$ cat src/design/assert_macros.svh
// Assertion macros used by the top-level design file.
`ifndef ASSERT_MACROS_SVH
`define ASSERT_MACROS_SVH
`ifndef SYNTHESIS
`define ASSERT_IMPLIES(name, clk, rst_n, pre, post) \
    name: assert property (@(posedge clk) disable iff (!rst_n) (pre) |-> (post)) \
    else $error("assertion failed");
`define ASSERT_NEXT(name, clk, rst_n, pre, post) \
    name: assert property (@(posedge clk) disable iff (!rst_n) (pre) |=> (post)) \
    else $error("assertion failed");
`else
`define ASSERT_IMPLIES(name, clk, rst_n, pre, post)
`define ASSERT_NEXT(name, clk, rst_n, pre, post)
`endif
`endif

$ cat src/design/gcd_pkg.sv
// Types and constants of the great-circle distance pipeline.
`timescale 1ns / 1ps
package gcd_pkg;

    localparam int NSTEPS     = 32;
    localparam int SQRT_STEPS = 31;
    localparam int PH_LAT     = 4;
    localparam int MUL_STAGES = 6;
    localparam int FIN_STAGES = 2;
    localparam int LAT = PH_LAT + NSTEPS + MUL_STAGES + SQRT_STEPS + NSTEPS + FIN_STAGES;
    localparam int SQRT_DONE = PH_LAT + NSTEPS + MUL_STAGES + SQRT_STEPS - 1;

    localparam int CW  = 34;
    localparam int SQW = 62;

    localparam logic signed [CW-1:0] CORDIC_GAIN = 34'sd652032874;
    localparam logic [60:0] ONE_Q60  = {1'b1, 60'd0};
    localparam logic [30:0] CIRC_X4  = 31'd1603000667;
    localparam logic [27:0] DIST_MAX = 28'd200375083;
    localparam logic [SQW-1:0] ROOT_MAX = {{(SQW-31){1'b0}}, 1'b1, 30'd0};

    localparam logic [21:0] PH_DIV   = 22'd3515625;
    localparam logic [31:0] PH_RECIP = 32'd2562047788;
    localparam logic [20:0] PH_HALF  = 21'd1757812;

    localparam logic [29:0] ATAN_TAB [0:NSTEPS-1] = '{
        30'd536870912, 30'd316933406, 30'd167458907, 30'd85004756, 30'd42667331,
        30'd21354465, 30'd10679838, 30'd5340245, 30'd2670163, 30'd1335087,
        30'd667544, 30'd333772, 30'd166886, 30'd83443, 30'd41722, 30'd20861,
        30'd10430, 30'd5215, 30'd2608, 30'd1304, 30'd652, 30'd326, 30'd163,
        30'd81, 30'd41, 30'd20, 30'd10, 30'd5, 30'd3, 30'd1, 30'd1, 30'd0
    };

    typedef struct packed {
        logic signed [CW-1:0] x;
        logic signed [CW-1:0] y;
        logic signed [CW-1:0] z;
    } t_cordic;

    typedef struct packed {
        logic [SQW-1:0] n;
        logic [SQW-1:0] r;
    } t_sqrt;

endpackage

$ cat src/design/gcd_sqrt_cell.sv
// One bit-pair step of the integer square root.
`timescale 1ns / 1ps
module gcd_sqrt_cell (
    input  logic           i_clk,
    input  logic [4:0]     i_step,
    input  gcd_pkg::t_sqrt i_data,
    output gcd_pkg::t_sqrt o_data
);

    logic [gcd_pkg::SQW-1:0] bitv, sum;
    gcd_pkg::t_sqrt          r_data, n_data;

    always_comb begin
        bitv = {{(gcd_pkg::SQW-1){1'b0}}, 1'b1} << {i_step, 1'b0};
        sum  = i_data.r + bitv;
        if (i_data.n >= sum) begin
            n_data.n = i_data.n - sum;
            n_data.r = (i_data.r >> 1) + bitv;
        end else begin
            n_data.n = i_data.n;
            n_data.r = i_data.r >> 1;
        end
    end

    always_ff @(posedge i_clk) begin
        r_data <= n_data;
    end

    assign o_data = r_data;

endmodule

$ cat config.mk
export PLATFORM = sky130hd
export DESIGN_NAME = gcd_sqrt_cell
export DESIGN_NICKNAME = d
export VERILOG_FILES = /design/src/design/assert_macros.svh /design/src/design/gcd_pkg.sv /design/src/design/gcd_sqrt_cell.sv
export SDC_FILE = /design/constraint.sdc
export NUM_CORES = 1
export LEC_CHECK = 0
export BUFFER_PORTS_ARGS = -buffer_cell sky130_fd_sc_hd__buf_2
export CORE_MARGIN = 3
export CORE_UTILIZATION = 52
export DETAILED_ROUTE_END_ITERATION = 10
export MAX_ROUTING_LAYER = met4
export PLACE_DENSITY = 0.8
export SLEW_MARGIN = 5
export SYNTH_ARGS = -nofsm -noshare
export SYNTH_HDL_FRONTEND = slang
export SYNTH_SLANG_ARGS = --single-unit
export TNS_END_PERCENT = 100
$ cat constraint.sdc
create_clock -name i_clk -period 6.25 [get_ports i_clk]
set_clock_uncertainty 0.15 [all_clocks]
set_input_delay 0.625 -clock i_clk [delete_from_list [all_inputs] [get_ports i_clk]]
set_output_delay 0.625 -clock i_clk [all_outputs]
set_load 0.01 [all_outputs]
==> metrics.cfg <==
[routing]
drt_iter0_markers = 1536
vias = 14570
wl_mm = 46.97
wire_per_inst_um = 19.39
drc = 0
firstDrtPassIters = 6
via_per_inst = 6.015
ant_nets = 0

[sta]
worst_pin_slew_ns = 0.8352
setup_viol = 0
slew_headroom_pct = 42.88
maxSlewViolCount = 0
min_period_over_period_pct = 94.77
fmax_mhz = 168.8
fin_tns_setup_ns = 0
hold_violations = 0
period_minus_slack_ns = 5.923

[clocking]
ctsHoldBuffers = 0
clockBufferDepth = 2
clkTransAtPathRegs_ns = 0.06
root_buffer = clkbuf_16
cts_inserted_buffers = 17
cts.sink_count = 124
cts_tree = built
htree_levels = 4

[grt]
grt_usage_pct = 35.39
grt_max_degree = 28
use_met1_pct = 50.36
grt_use_met3_pct = 5.203
grt_pass1_wl_mm = 72.51
grt_pass1_vias = 13500
antenna_found_initial = 1
busiest_layer = met2
grtUsageMet2_pct = 52.90
grt.overflow.total = 0

[run]
cap_violations = 0

[cells_and_area]
final_cell_mix = 253 x buf_2, 204 x nand2_1, 175 x nor2_1, 175 x a21oi_1, 164 x buf_4
seqCellArea_sq_um = 2482
multi_input_area_sq_um = 9779
fill_cells = 2111
final_common_cell = buf_2
final_util_pct = 67.14
area_growth_pct = 25.68
largest_reg_flops = 124
drive_gt1_share_pct = 24.68
fin_nets = 2327
fin_cells = 2423

[worst_setup_path]
cp-start-kind = primary input
critPathSlowestCell = or3b_4
critPathKind = primary input to flop
worst_path_largest_cell_delay_ns = 0.40
cp-end-kind = flop
crit_fanout = 12
critPathRequiredTime_ns = 6.41
crit_start = i_step[4]
crit_arrival_ns = 6.09

[logic_synthesis]
synth_area_leader_cell = dfxtp_1
synth_ff_type = dfxtp_1
syn_inst = 1728
syn_avg_cell_area_sq_um = 7.344
synth_top_area_share_pct = 19.56
ys_ff_latch = 124
async_flop_share_pct = 0
syn-cell-area_sq_um = 12690
synth_edf_count = 0
yosysSeqAreaShare_pct = 19.56
netlist-cell-type-count = 95
yosys-top-cells-area = dfxtp_1 20%, ha_1 10%, xnor2_1 7.3%
synth_nets = 1965
synth_warnings = 0

[power]
p_leak_nw = 7.253
p_per_area_nw_per_um2 = 204.6
peakVddDrop_mv = 0.1356
p_total_w = 0.003264

[placement]
numPortBuffers = 253
dpl.hpwl_mm = 38.39
gp_congestion = 1.002
dp.cells = 2386

[status]
outcome = completed

[worst_hold_path]
whs_path_depth = 3
worstHoldStart = i_data[69]
worstHoldPathType = primary input to flop

[die]
core_sq_um = 23750
ioPinCount = 254
die_w_um = 162.2
start_util_pct = 53.42
rows = 56
die_y_um = 162.2
die_area_sq_um = 26310

-- layer usage --
layer / wire, um / vias up
li1: - / 6985
met3: 4493 / 96
met5: 0 / -
met1: 21430 / 6689
met2: 20000 / 804
met4: 1053 / 0
-- cell usage after synthesis (22+ instances only) --
master / instances
nand2_1: 204
ha_1: 106
inv_1: 35
clkbuf_1: 52
xnor2_1: 106
nor3_1: 36
nor2_1: 178
o21ai_0: 114
and3_1: 22
dfxtp_1: 124
nand4_1: 39
a31oi_1: 40
a21oi_1: 175
nand3_1: 36
a21o_1: 55
xor2_1: 84
o21bai_1: 28
-- path summary, 6_finish.rpt --
| kind | end | slack [ns] |
|---|---|---|
| hold / removal | o_data[69] | 0.26 |
| setup / recovery | o_data[90] | 0.33 |
-- kinds of logic (layout without fill, tap and decap cells) --
family,count (synthesis),count (layout),synth area share [%]
simple gates,626,626,23.65
fa+ha+maj,111,111,10.92
buf+inv,116,491,3.895
other cells,0,1,0
compound gates,556,556,28.44
mux,5,5,0.4141
xor+xnor,190,190,13.11
flops,124,124,19.56
-- critical path, delay by kind of cell --
family	cells	cell delay [ns]
AO/OA/AOI/OAI	12	2.38
XOR/XNOR	1	0.36
adder cells (fa/ha/maj)	2	0.66
buffers and inverters	6	0.91
AND/OR/NAND/NOR	5	1.13
-- metrics by stage --
step / instance area, sq um / setup WS [ns] / hold WS [ns]
floorplan: 12690 / 0.05131 / 0.5717
global placement: 15270 / 0.03445 / 0.6914
detailed placement: 15270 / -0.2118 / 0.7031
CTS: 15840 / 0.1990 / 0.2557
global route: 15950 / -0.003638 / 0.2743
finish: 15950 / 0.3266 / 0.2560
-- layout make-up --
class / instances / area share [%]
Timing Repair Buffer: 422 / 16.18
Multi-Input combinational cell: 1488 / 61.32
Sequential cell: 124 / 15.57
Antenna cell: 1 / 0.01569
Inverter: 37 / 0.8709
Clock buffer: 18 / 2.691
Tap cell: 319 / 2.503
Clock inverter: 14 / 0.8552
-- power by group --
part | leakage (nW) | switching, W | internal, W | total [W]
Sequential | 1.05 | 0.0000355 | 0.000914 | 0.000950
Clock | 0.274 | 0.000460 | 0.000557 | 0.00102
Combinational | 5.93 | 0.000761 | 0.000536 | 0.00130
Total | 7.25 | 0.00126 | 0.00201 | 0.00326
-- what timing repair did --
| item | in CTS | in global routing |
|---|---|---|
| endpoints found under the setup margin | 0 | 117 |
| setup buffers | 0 | 4 |
| hold endpoints to repair | 0 | 0 |
| resized for setup | 0 | 14 |
No activity file was read; power rests on OpenSTA's default activity.
