### src/design/assert_macros.svh
// Assertion macros used by the top-level design file.
`ifndef ASSERT_MACROS_SVH
`define ASSERT_MACROS_SVH
`ifndef SYNTHESIS
`define ASSERT_IMPLIES(name, clk, rst_n, pre, post) \
    name: assert property (@(posedge clk) disable iff (!rst_n) (pre) |-> (post)) \
    else $error("assertion failed");
`define ASSERT_NEXT(name, clk, rst_n, pre, post) \
    name: assert property (@(posedge clk) disable iff (!rst_n) (pre) |=> (post)) \
    else $error("assertion failed");
`else
`define ASSERT_IMPLIES(name, clk, rst_n, pre, post)
`define ASSERT_NEXT(name, clk, rst_n, pre, post)
`endif
`endif

### src/design/gcd_pkg.sv
// Types and constants of the great-circle distance pipeline.
`timescale 1ns / 1ps
package gcd_pkg;

    localparam int NSTEPS     = 32;
    localparam int SQRT_STEPS = 31;
    localparam int PH_LAT     = 4;
    localparam int MUL_STAGES = 6;
    localparam int FIN_STAGES = 2;
    localparam int LAT = PH_LAT + NSTEPS + MUL_STAGES + SQRT_STEPS + NSTEPS + FIN_STAGES;
    localparam int SQRT_DONE = PH_LAT + NSTEPS + MUL_STAGES + SQRT_STEPS - 1;

    localparam int CW  = 34;
    localparam int SQW = 62;

    localparam logic signed [CW-1:0] CORDIC_GAIN = 34'sd652032874;
    localparam logic [60:0] ONE_Q60  = {1'b1, 60'd0};
    localparam logic [30:0] CIRC_X4  = 31'd1603000667;
    localparam logic [27:0] DIST_MAX = 28'd200375083;
    localparam logic [SQW-1:0] ROOT_MAX = {{(SQW-31){1'b0}}, 1'b1, 30'd0};

    localparam logic [21:0] PH_DIV   = 22'd3515625;
    localparam logic [31:0] PH_RECIP = 32'd2562047788;
    localparam logic [20:0] PH_HALF  = 21'd1757812;

    localparam logic [29:0] ATAN_TAB [0:NSTEPS-1] = '{
        30'd536870912, 30'd316933406, 30'd167458907, 30'd85004756, 30'd42667331,
        30'd21354465, 30'd10679838, 30'd5340245, 30'd2670163, 30'd1335087,
        30'd667544, 30'd333772, 30'd166886, 30'd83443, 30'd41722, 30'd20861,
        30'd10430, 30'd5215, 30'd2608, 30'd1304, 30'd652, 30'd326, 30'd163,
        30'd81, 30'd41, 30'd20, 30'd10, 30'd5, 30'd3, 30'd1, 30'd1, 30'd0
    };

    typedef struct packed {
        logic signed [CW-1:0] x;
        logic signed [CW-1:0] y;
        logic signed [CW-1:0] z;
    } t_cordic;

    typedef struct packed {
        logic [SQW-1:0] n;
        logic [SQW-1:0] r;
    } t_sqrt;

endpackage

### src/design/gcd_cordic_cell.sv
// One CORDIC micro-rotation cell, in rotation or vectoring mode.
`timescale 1ns / 1ps
module gcd_cordic_cell (
    input  logic             i_clk,
    input  logic             i_vectoring,
    input  logic [4:0]       i_shift,
    input  logic [29:0]      i_atan,
    input  gcd_pkg::t_cordic i_data,
    output gcd_pkg::t_cordic o_data
);

    logic signed [gcd_pkg::CW-1:0] x, y, z, xs, ys, at;
    logic                          up;
    gcd_pkg::t_cordic              r_data, n_data;

    always_comb begin
        x  = i_data.x;
        y  = i_data.y;
        z  = i_data.z;
        xs = x >>> i_shift;
        ys = y >>> i_shift;
        at = $signed({{(gcd_pkg::CW-30){1'b0}}, i_atan});
        up = i_vectoring ? y[gcd_pkg::CW-1] : !z[gcd_pkg::CW-1];
        if (up) begin
            n_data.x = x - ys;
            n_data.y = y + xs;
            n_data.z = z - at;
        end else begin
            n_data.x = x + ys;
            n_data.y = y - xs;
            n_data.z = z + at;
        end
    end

    always_ff @(posedge i_clk) begin
        r_data <= n_data;
    end

    assign o_data = r_data;

endmodule

### config.mk
export PLATFORM = sky130hd
export DESIGN_NAME = gcd_cordic_cell
export DESIGN_NICKNAME = d
export VERILOG_FILES = /design/src/design/assert_macros.svh /design/src/design/gcd_pkg.sv /design/src/design/gcd_cordic_cell.sv
export SDC_FILE = /design/constraint.sdc
export NUM_CORES = 1
export LEC_CHECK = 0
export BUFFER_PORTS_ARGS = -buffer_cell sky130_fd_sc_hd__clkbuf_2
export CORE_ASPECT_RATIO = 2
export CORE_MARGIN = 2
export CORE_UTILIZATION = 35
export CTS_CLUSTER_SIZE = 16
export DETAILED_ROUTE_END_ITERATION = 10
export SLEW_MARGIN = 10
export SYNTH_ARGS = -nofsm -noshare
export SYNTH_HDL_FRONTEND = slang
export SYNTH_SLANG_ARGS = --single-unit
### constraint.sdc
create_clock -name i_clk -period 7.7 [get_ports i_clk]
set_input_delay 0.385 -clock i_clk [delete_from_list [all_inputs] [get_ports i_clk]]
set_output_delay 0.385 -clock i_clk [all_outputs]
set_load 0.05 [all_outputs]
==> results_dict.tcl <==
set metrics [dict create \
    finalHoldViolations 0 \
    cts.sinks 102 \
    worstPathBufferInverterCount 3 \
    crit_path_start_kind "input pin" \
    rsz0062_at_grt "false" \
    tightestPinTransition_ns 1.071 \
    path_class "in -> reg" \
    hold_end "o_data[34]$_DFF_P_" \
    track_usage_pct 28.11 \
    antenna_cells 0 \
    syn_inst 1616 \
    dr.pass1.iters 8 \
    area_growth_pct 14.10 \
    fin_crit_sh_pct 85.89 \
    wl_met1_um 19160 \
    cts_buffer_depth 2 \
    hold_class "in -> reg" \
    dp_hpwl_um 48450 \
    wire_per_inst_um 25.61 \
    antenna_found_initial 0 \
    dr_wl_met2_um 32490 \
    grt_pass1_vias 14700 \
    io_buffers 240 \
    cts_setup_buffers 0 \
    start_util_pct 35.31 \
    tritoncts "built" \
    ys_warn_count 0 \
    slew_headroom_pct 27.93 \
    wl_met3_um 3427 \
    clock.fmax_mhz 151.2 \
    path_cells "buf_4, buf_4, mux4_1, mux2_2, a22o_1, a221oi_2, ha_1, nand2_1, o21ai_0, fa_1, a211oi_1, nor3_1, o31ai_1, a21oi_1, buf_4, o211ai_1, a221o_1, o21ai_0, o21a_1, nor2_1, xnor2_1" \
    setup_viol 0 \
    ctsHtreeMaxLevel 3 \
    yosysSeqAreaShare_pct 14.43 \
    final_cell_mix "clkbuf_2 (237), a21oi_1 (151), nor2_1 (125)" \
    rows 104 \
    root_buffer "clkbuf_16" \
    arrival_ns 6.94 \
    avgSynthCellArea_um2 8.758 \
    maxSlewViolCount 0 \
    grt_start_max_net_pins 56 \
    vias_per_cell 6.078 \
    holdCritStartpoint "i_data[34]" \
    required_ns 8.03 \
    die-height_um 288.4 \
    nets 2065 \
    synth-edff-count 0 \
    synth-seq-cells 102 \
    core_um2 40080 \
    endpoint_kind "register" \
    gp_congestion 1.068 \
    postCtsHoldBufs 0 \
    dieArea_um2 42160 \
    synth_nets 1860 \
    layout-drive-gt1-share_pct 23.06 \
    drc 0 \
    synth_cell_types 94 \
    routed_wl_um 60350 \
    ir_worst_vdd_v 0.0001316 \
    vias 14320 \
    hold_depth 2 \
    power_density_nw_per_um2 256.5 \
    die-width_um 146.2 \
    fin_crit_ns 6.614 \
    critPathSlowestCell "o31ai_1" \
    ctsResizeCount 0 \
    async_reset_ff_share_pct 0 \
    dr.max_layer_used "met4" \
    synthFlopType "dfxtp_1" \
    drv_cap 0 \
    fin_total_pwr_mw 4.142 \
    io_pins 241 \
    cts_buffers 9 \
    largest_reg_flops 102 \
    ant_nets 0 \
    max_stage_delay_ns 0.72 \
    crit_family "compound AO/OA/AOI/OAI gates" \
    initialDrtViolationCount 957 \
    layout_commonest_cell "clkbuf_2" \
    crit_top_cell "buf_4" \
    outcome "complete, no violations" \
    cp_max_fo 55 \
    grt_pass1_wl_um 88790 \
    p_leak_nw 7.063 \
    grt_overflow_total 0 \
    clk_pin_slew_ns 0.08 \
    fin_setup_tns_ns 0 \
    synth_area_um2 14150 \
]
[layer usage]
| layer | track usage (%) | up-vias |
|---|---|---|
| li1 | - | 6560 |
| met3 | 4.297 | 238 |
| met1 | 25.73 | 6874 |
| met5 | 0 | - |
| met2 | 54.34 | 648 |
| met4 | 22.60 | 0 |
[worst max-delay path by stage]
stage | start | to | slack, ns | cells past startpoint
global placement | i_shift[1] | o_data[67]$_DFF_P_ | 0.88 | 24
CTS | i_shift[1] | o_data[66]$_DFF_P_ | 1.18 | 21
global route | i_shift[1] | o_data[67]$_DFF_P_ | 0.70 | 24
floorplan | i_shift[0] | o_data[67]$_DFF_P_ | 1.93 | 29
detailed placement | i_shift[1] | o_data[66]$_DFF_P_ | 0.78 | 21
finish | i_shift[1] | o_data[66]$_DFF_P_ | 1.09 | 21
[cell usage after synthesis (all sizes together) (9+ instances only)]
| library cell | n | area, µm² |
|---|---|---|
| a211oi | 19 | 147.6 |
| a21o | 52 | 390.4 |
| a21oi | 152 | 764.5 |
| a22oi | 9 | 67.56 |
| a31oi | 28 | 175.2 |
| and2 | 9 | 56.30 |
| and3 | 17 | 107.6 |
| buf | 54 | 464.2 |
| clkbuf | 31 | 116.4 |
| dfxtp | 102 | 2042 |
| ha | 102 | 1276 |
| inv | 50 | 187.7 |
| mux2 | 19 | 217.7 |
| mux2i | 63 | 643.1 |
| mux4 | 98 | 2305 |
| nand2 | 119 | 446.7 |
| nand2b | 23 | 151.4 |
| nand3 | 31 | 160.1 |
| nor2 | 127 | 481.7 |
| nor2b | 12 | 75.07 |
| nor3 | 20 | 100.1 |
| o211ai | 17 | 132.6 |
| o21a | 13 | 97.59 |
| o21ai | 83 | 415.4 |
| o21bai | 20 | 150.1 |
| o22ai | 23 | 143.9 |
| xnor2 | 116 | 1016 |
| xor2 | 63 | 551.8 |
[logic make-up after synthesis]
logic type / Yosys count / synth area share, %
AND/OR/NAND/NOR: 409 / 13.90
adder cells (fa/ha/maj): 105 / 9.441
buffers and inverters: 135 / 5.428
flip-flops: 102 / 14.43
multiplexers: 180 / 22.37
XOR/XNOR: 179 / 11.08
AO/OA/AOI/OAI: 506 / 23.36
[layout make-up]
type / count / area [µm²]
tap: 530 / 663.1
timing repair buffer: 279 / 1562
multi-input combinational: 1379 / 11370
fill: 4151 / 23930
inverter: 50 / 187.7
sequential: 102 / 2042
clock buffer: 10 / 229.0
clock inverter: 6 / 97.59
[where the power goes]
| part | internal (mW) | switching (mW) | total, mW |
|---|---|---|---|
| Sequential | 0.774 | 0.0731 | 0.847 |
| Combinational | 0.839 | 1.91 | 2.75 |
| Clock | 0.291 | 0.253 | 0.544 |
[through the flow]
step	utilization (%)	hold WS, ns	area [µm²]	setup WS (ns)	instances
floorplan	-	0.5148	14150	1.931	1616
global placement	39.48	0.6293	15820	0.8791	2340
detailed placement	39.48	0.6393	15820	0.7751	2340
CTS	40.29	0.2089	16150	1.185	2356
global route	40.29	0.2240	16150	0.7001	2356
finish	40.29	0.2371	16150	1.086	2356
No activity file was read; power rests on OpenSTA's default activity.
