## config.mk

```make
export PLATFORM = sky130hd
export DESIGN_NAME = gcd_phase
export DESIGN_NICKNAME = d
export VERILOG_FILES = /design/src/design/assert_macros.svh /design/src/design/gcd_pkg.sv /design/src/design/gcd_phase.sv
export SDC_FILE = /design/constraint.sdc
export NUM_CORES = 2
export LEC_CHECK = 0
export ABC_AREA = 1
export BUFFER_PORTS_ARGS = -buffer_cell sky130_fd_sc_hd__buf_2
export CORE_UTILIZATION = 40
export CTS_CLUSTER_DIAMETER = 50
export CTS_CLUSTER_SIZE = 30
export DETAILED_ROUTE_END_ITERATION = 10
export GPL_ROUTABILITY_DRIVEN = 1
export PLACE_DENSITY = 0.67
export SLEW_MARGIN = 20
export SYNTH_ARGS = -nofsm -noshare
export SYNTH_HDL_FRONTEND = slang
export SYNTH_SLANG_ARGS = --single-unit
```

## constraint.sdc

```tcl
create_clock -name i_clk -period 6.2 [get_ports i_clk]
set_input_delay 0.93 -clock i_clk [delete_from_list [all_inputs] [get_ports i_clk]]
set_output_delay 0.93 -clock i_clk [all_outputs]
set_load 0.01 [all_outputs]
```

## src/design/assert_macros.svh

```systemverilog
// Assertion macros used by the top-level design file.
`ifndef ASSERT_MACROS_SVH
`define ASSERT_MACROS_SVH
`ifndef SYNTHESIS
`define ASSERT_IMPLIES(name, clk, rst_n, pre, post) \
    name: assert property (@(posedge clk) disable iff (!rst_n) (pre) |-> (post)) \
    else $error("assertion failed");
`define ASSERT_NEXT(name, clk, rst_n, pre, post) \
    name: assert property (@(posedge clk) disable iff (!rst_n) (pre) |=> (post)) \
    else $error("assertion failed");
`else
`define ASSERT_IMPLIES(name, clk, rst_n, pre, post)
`define ASSERT_NEXT(name, clk, rst_n, pre, post)
`endif
`endif

```

## src/design/gcd_pkg.sv

```systemverilog
// Types and constants of the great-circle distance pipeline.
`timescale 1ns / 1ps
package gcd_pkg;

    localparam int NSTEPS     = 32;
    localparam int SQRT_STEPS = 31;
    localparam int PH_LAT     = 4;
    localparam int MUL_STAGES = 6;
    localparam int FIN_STAGES = 2;
    localparam int LAT = PH_LAT + NSTEPS + MUL_STAGES + SQRT_STEPS + NSTEPS + FIN_STAGES;
    localparam int SQRT_DONE = PH_LAT + NSTEPS + MUL_STAGES + SQRT_STEPS - 1;

    localparam int CW  = 34;
    localparam int SQW = 62;

    localparam logic signed [CW-1:0] CORDIC_GAIN = 34'sd652032874;
    localparam logic [60:0] ONE_Q60  = {1'b1, 60'd0};
    localparam logic [30:0] CIRC_X4  = 31'd1603000667;
    localparam logic [27:0] DIST_MAX = 28'd200375083;
    localparam logic [SQW-1:0] ROOT_MAX = {{(SQW-31){1'b0}}, 1'b1, 30'd0};

    localparam logic [21:0] PH_DIV   = 22'd3515625;
    localparam logic [31:0] PH_RECIP = 32'd2562047788;
    localparam logic [20:0] PH_HALF  = 21'd1757812;

    localparam logic [29:0] ATAN_TAB [0:NSTEPS-1] = '{
        30'd536870912, 30'd316933406, 30'd167458907, 30'd85004756, 30'd42667331,
        30'd21354465, 30'd10679838, 30'd5340245, 30'd2670163, 30'd1335087,
        30'd667544, 30'd333772, 30'd166886, 30'd83443, 30'd41722, 30'd20861,
        30'd10430, 30'd5215, 30'd2608, 30'd1304, 30'd652, 30'd326, 30'd163,
        30'd81, 30'd41, 30'd20, 30'd10, 30'd5, 30'd3, 30'd1, 30'd1, 30'd0
    };

    typedef struct packed {
        logic signed [CW-1:0] x;
        logic signed [CW-1:0] y;
        logic signed [CW-1:0] z;
    } t_cordic;

    typedef struct packed {
        logic [SQW-1:0] n;
        logic [SQW-1:0] r;
    } t_sqrt;

endpackage

```

## src/design/gcd_phase.sv

```systemverilog
// Converts a signed angle in 1e-7 degree (times two to the 31) into a binary phase.
`timescale 1ns / 1ps
module gcd_phase (
    input  logic                          i_clk,
    input  logic signed [gcd_pkg::CW-1:0] i_d,
    output logic [31:0]                   o_phase
);

    logic [32:0] r_m, n_m;
    logic        r_neg0, n_neg0;
    logic [32:0] r_q0, n_q0;
    logic [23:0] r_blow, n_blow;
    logic        r_neg1, n_neg1;
    logic [32:0] r_q1, n_q1;
    logic [23:0] r_rem, n_rem;
    logic        r_neg2, n_neg2;
    logic [31:0] r_phase, n_phase;
    logic [64:0] prod;
    logic [45:0] qd;
    logic [1:0]  cnt;
    logic [31:0] p;

    always_comb begin
        n_neg0 = i_d[gcd_pkg::CW-1];
        n_m    = n_neg0 ? 33'(-i_d) : 33'(i_d);

        prod   = 65'(r_m) * 65'(gcd_pkg::PH_RECIP);
        n_q0   = prod[64:32];
        n_blow = {r_m[2:0], gcd_pkg::PH_HALF};
        n_neg1 = r_neg0;

        qd     = 46'(r_q0[23:0]) * 46'(gcd_pkg::PH_DIV);
        n_rem  = r_blow - qd[23:0];
        n_q1   = r_q0;
        n_neg2 = r_neg1;

        cnt = 2'd0;
        if (r_rem >= 24'(gcd_pkg::PH_DIV)) begin
            cnt = 2'd1;
        end
        if (r_rem >= 24'(2 * gcd_pkg::PH_DIV)) begin
            cnt = 2'd2;
        end
        if (r_rem >= 24'(3 * gcd_pkg::PH_DIV)) begin
            cnt = 2'd3;
        end
        p       = r_q1[31:0] + 32'(cnt);
        n_phase = r_neg2 ? (32'd0 - p) : p;
    end

    always_ff @(posedge i_clk) begin
        r_m     <= n_m;
        r_neg0  <= n_neg0;
        r_q0    <= n_q0;
        r_blow  <= n_blow;
        r_neg1  <= n_neg1;
        r_q1    <= n_q1;
        r_rem   <= n_rem;
        r_neg2  <= n_neg2;
        r_phase <= n_phase;
    end

    assign o_phase = r_phase;

endmodule

```

==> impl_metrics.tcl <==
set metrics [dict create \
    synth_area_leaders "fa_1 35%, ha_1 20%, inv_1 14%" \
    cts_root_buffer "clkbuf_16" \
    vias 24900 \
    antenna_found_initial 2 \
    worstHoldStart "n_neg1$_DFF_P_" \
    stdcell_area_mm2 0.0376 \
    hp-class "register to register" \
    dr.pass1.iters 5 \
    boundaryPins 67 \
    routedWlPerCell_um 17.8 \
    die_x_um 280 \
    diodes 0 \
    cts_tree "built" \
    syn_inst 3684 \
    crit_path_end_kind "register" \
    synth.net_count 4748 \
    antenna_left 0 \
    wl_um 91400 \
    worstPathArrival_ns 6.81 \
    final_nets 5167 \
    ys_seq_area_share_pct 10.2 \
    violations "negative setup slack" \
    ys_warn_count 0 \
    status "finished, violations left" \
    placed_cell_area_mm2 0.0349 \
    synthDistinctLibCells 42 \
    fin_skew_ns 0.0244 \
    worstMarginPinSlew_ns 0.582 \
    synth_top_area_cell "fa_1" \
    grt_pass1_wl_um 141000 \
    final_cell_mix "1,037 x inv_1, 484 x fa_1, 459 x ha_1, 447 x nand2_1, 315 x buf_4" \
    utilization_pct 49.2 \
    finalCritPeriodShare_pct 104 \
    grt_pass1_vias 26300 \
    crit_fanout 3 \
    fin_setup_tns_ns -3.70 \
    drcViolationCount 0 \
    finalMaxSlewViolations 0 \
    rsz0062_at_grt "yes" \
    holdPathStages 0 \
    die_height_um 280 \
    cts_hold_buf 0 \
    drt-initial-drc-count 1303 \
    final_hold_viol_count 0 \
    clock_path_buffers 2 \
    area_delta_synth_final_pct 21.2 \
    grt_usage_pct 23.5 \
    startpoint "r_m[15]$_DFF_P_" \
    reg2reg_from "r_m[15]$_DFF_P_" \
    clk_latency_ns 0.47 \
    numPortBuffers 66 \
    htreeDepth 4 \
    place_congestion 1.01 \
    ys_ff_latch 158 \
    clkTransAtPathRegs_ns 0.07 \
    worstPathRequired_ns 6.55 \
    slew_headroom_pct 60.8 \
    initial_utilization_pct 40.6 \
    critPathKind "register to register" \
    setup_ws_ns -0.264 \
    grt_max_degree 34 \
    hpwl_um 79800 \
    synth_top_area_share_pct 34.5 \
    grt-ovfl-total 0 \
    vias_per_cell 4.85 \
    core_mm2 0.0763 \
    die-area_mm2 0.0787 \
    finalSetupViolCount 32 \
    max_freq_mhz 155 \
    period_minus_slack_ns 6.46 \
    cts.sinks 158 \
    mostFrequentLayoutCell "inv_1" \
    drive_above_1_share_pct 21.6 \
    synth_area_mm2 0.0310 \
    worstRegToRegCells 22 \
    critPathLaunchType "register" \
    avgSynthCellArea_um2 8.42 \
    row_count 101 \
    cts_buffers 17 \
    drv_cap 0 \
]
final cells by class:
| class | instances | area, um2 |
|---|---|---|
| Multi-Input combinational cell | 2385 | 25200 |
| Sequential cell | 158 | 3220 |
| Inverter | 1132 | 4270 |
| Clock inverter | 12 | 101 |
| Fill cell | 7284 | 38700 |
| Timing Repair Buffer | 409 | 3050 |
| Tap cell | 1030 | 1290 |
| Clock buffer | 20 | 437 |
worst paths after layout:
path,slack [ns],endpoint
max,-0.26,n_q1[16]$_DFF_P_
min,0.33,n_neg2$_DFF_P_
max reg2reg,-0.26,n_q1[16]$_DFF_P_
min reg2reg,0.33,n_neg2$_DFF_P_
cell families (layout without fill, tap and decap cells):
group	Yosys count	in the layout	share of synthesized area, %
buffers and inverters	1141	1573	13.8
adders and majority gates	1029	1029	54.5
and+or+nand+nor	967	967	13.2
AOI/OAI and AO/OA	270	270	4.93
DFF	158	158	10.2
xor gates and xnor gates	119	119	3.36
cells in the mapped netlist:
library cell	n
a21boi_0	5
a21o_1	8
a21oi_1	120
a21oi_2	1
a221oi_1	1
a31oi_1	12
a41oi_1	1
and3_1	3
buf_2	2
buf_6	1
clkbuf_1	6
clkinv_1	2
dfxtp_1	158
fa_1	535
ha_1	494
inv_1	1128
inv_2	2
nand2_1	498
nand2_2	19
nand2_4	1
nand3_1	98
nand3_2	1
nand3b_1	8
nand3b_4	1
nand4_1	29
nor2_1	243
nor2_2	12
nor2_4	4
nor3_1	26
nor3_2	1
nor4_1	16
o2111ai_1	2
o211ai_1	9
o21a_1	8
o21ai_0	77
o21bai_1	21
o221ai_1	1
o31ai_1	2
o41ai_1	2
or2_2	7
xnor2_1	45
xor2_1	74
flip-flops by register name, summed over array words and instances (netlist names):
name and count:
r_blow 3, r_rem 24, n_neg2 1, r_m 33
r_neg2 1, r_q1 31, o_phase 32, n_q1 32
n_neg1 1
through the flow:
stage | std cells | hold slack (ns) | worst slack, ns
after floorplan | 3684 | 0.310 | -0.00108
after global placement | 5070 | 0.310 | -0.560
after detailed placement | 5070 | 0.312 | -0.546
after CTS | 5127 | 0.327 | -0.188
after global routing | 5146 | 0.336 | -0.431
final | 5146 | 0.326 | -0.264
routing by layer:
metal / GRT usage [%] / part of all wire [%] / vias to the layer above
li1: - / - / 11900
met4: 7.37 / 3.6 / 0
met3: 3.14 / 5.1 / 192
met5: 0 / 0 / -
met1: 29.5 / 42 / 12200
met2: 41.7 / 49 / 702
repair_timing:
item	4_1_cts	5_1_grt
setup buffers	25	19
resized for setup	279	243
endpoints found under the setup margin	32	32
pin swaps	146	174
critical path: stages, from the launching register on:
cell	delay (ns)
dfxtp_2	0.34
buf_12	0.13
fa_2	0.61
inv_2	0.05
fa_1	0.59
fa_2	0.46
fa_1	0.50
inv_2	0.05
fa_2	0.53
fa_1	0.44
fa_1	0.52
inv_1	0.05
fa_1	0.51
inv_2	0.05
ha_4	0.32
nand2_4	0.10
nor2_4	0.17
inv_4	0.07
nor4_4	0.31
nand3_1	0.18
nand3_2	0.15
a21oi_2	0.07
xor2_1	0.13
Power is left out: the tool's default activity adds up to more than one toggle a clock period on the data nets, which glitch-free logic cannot reach.
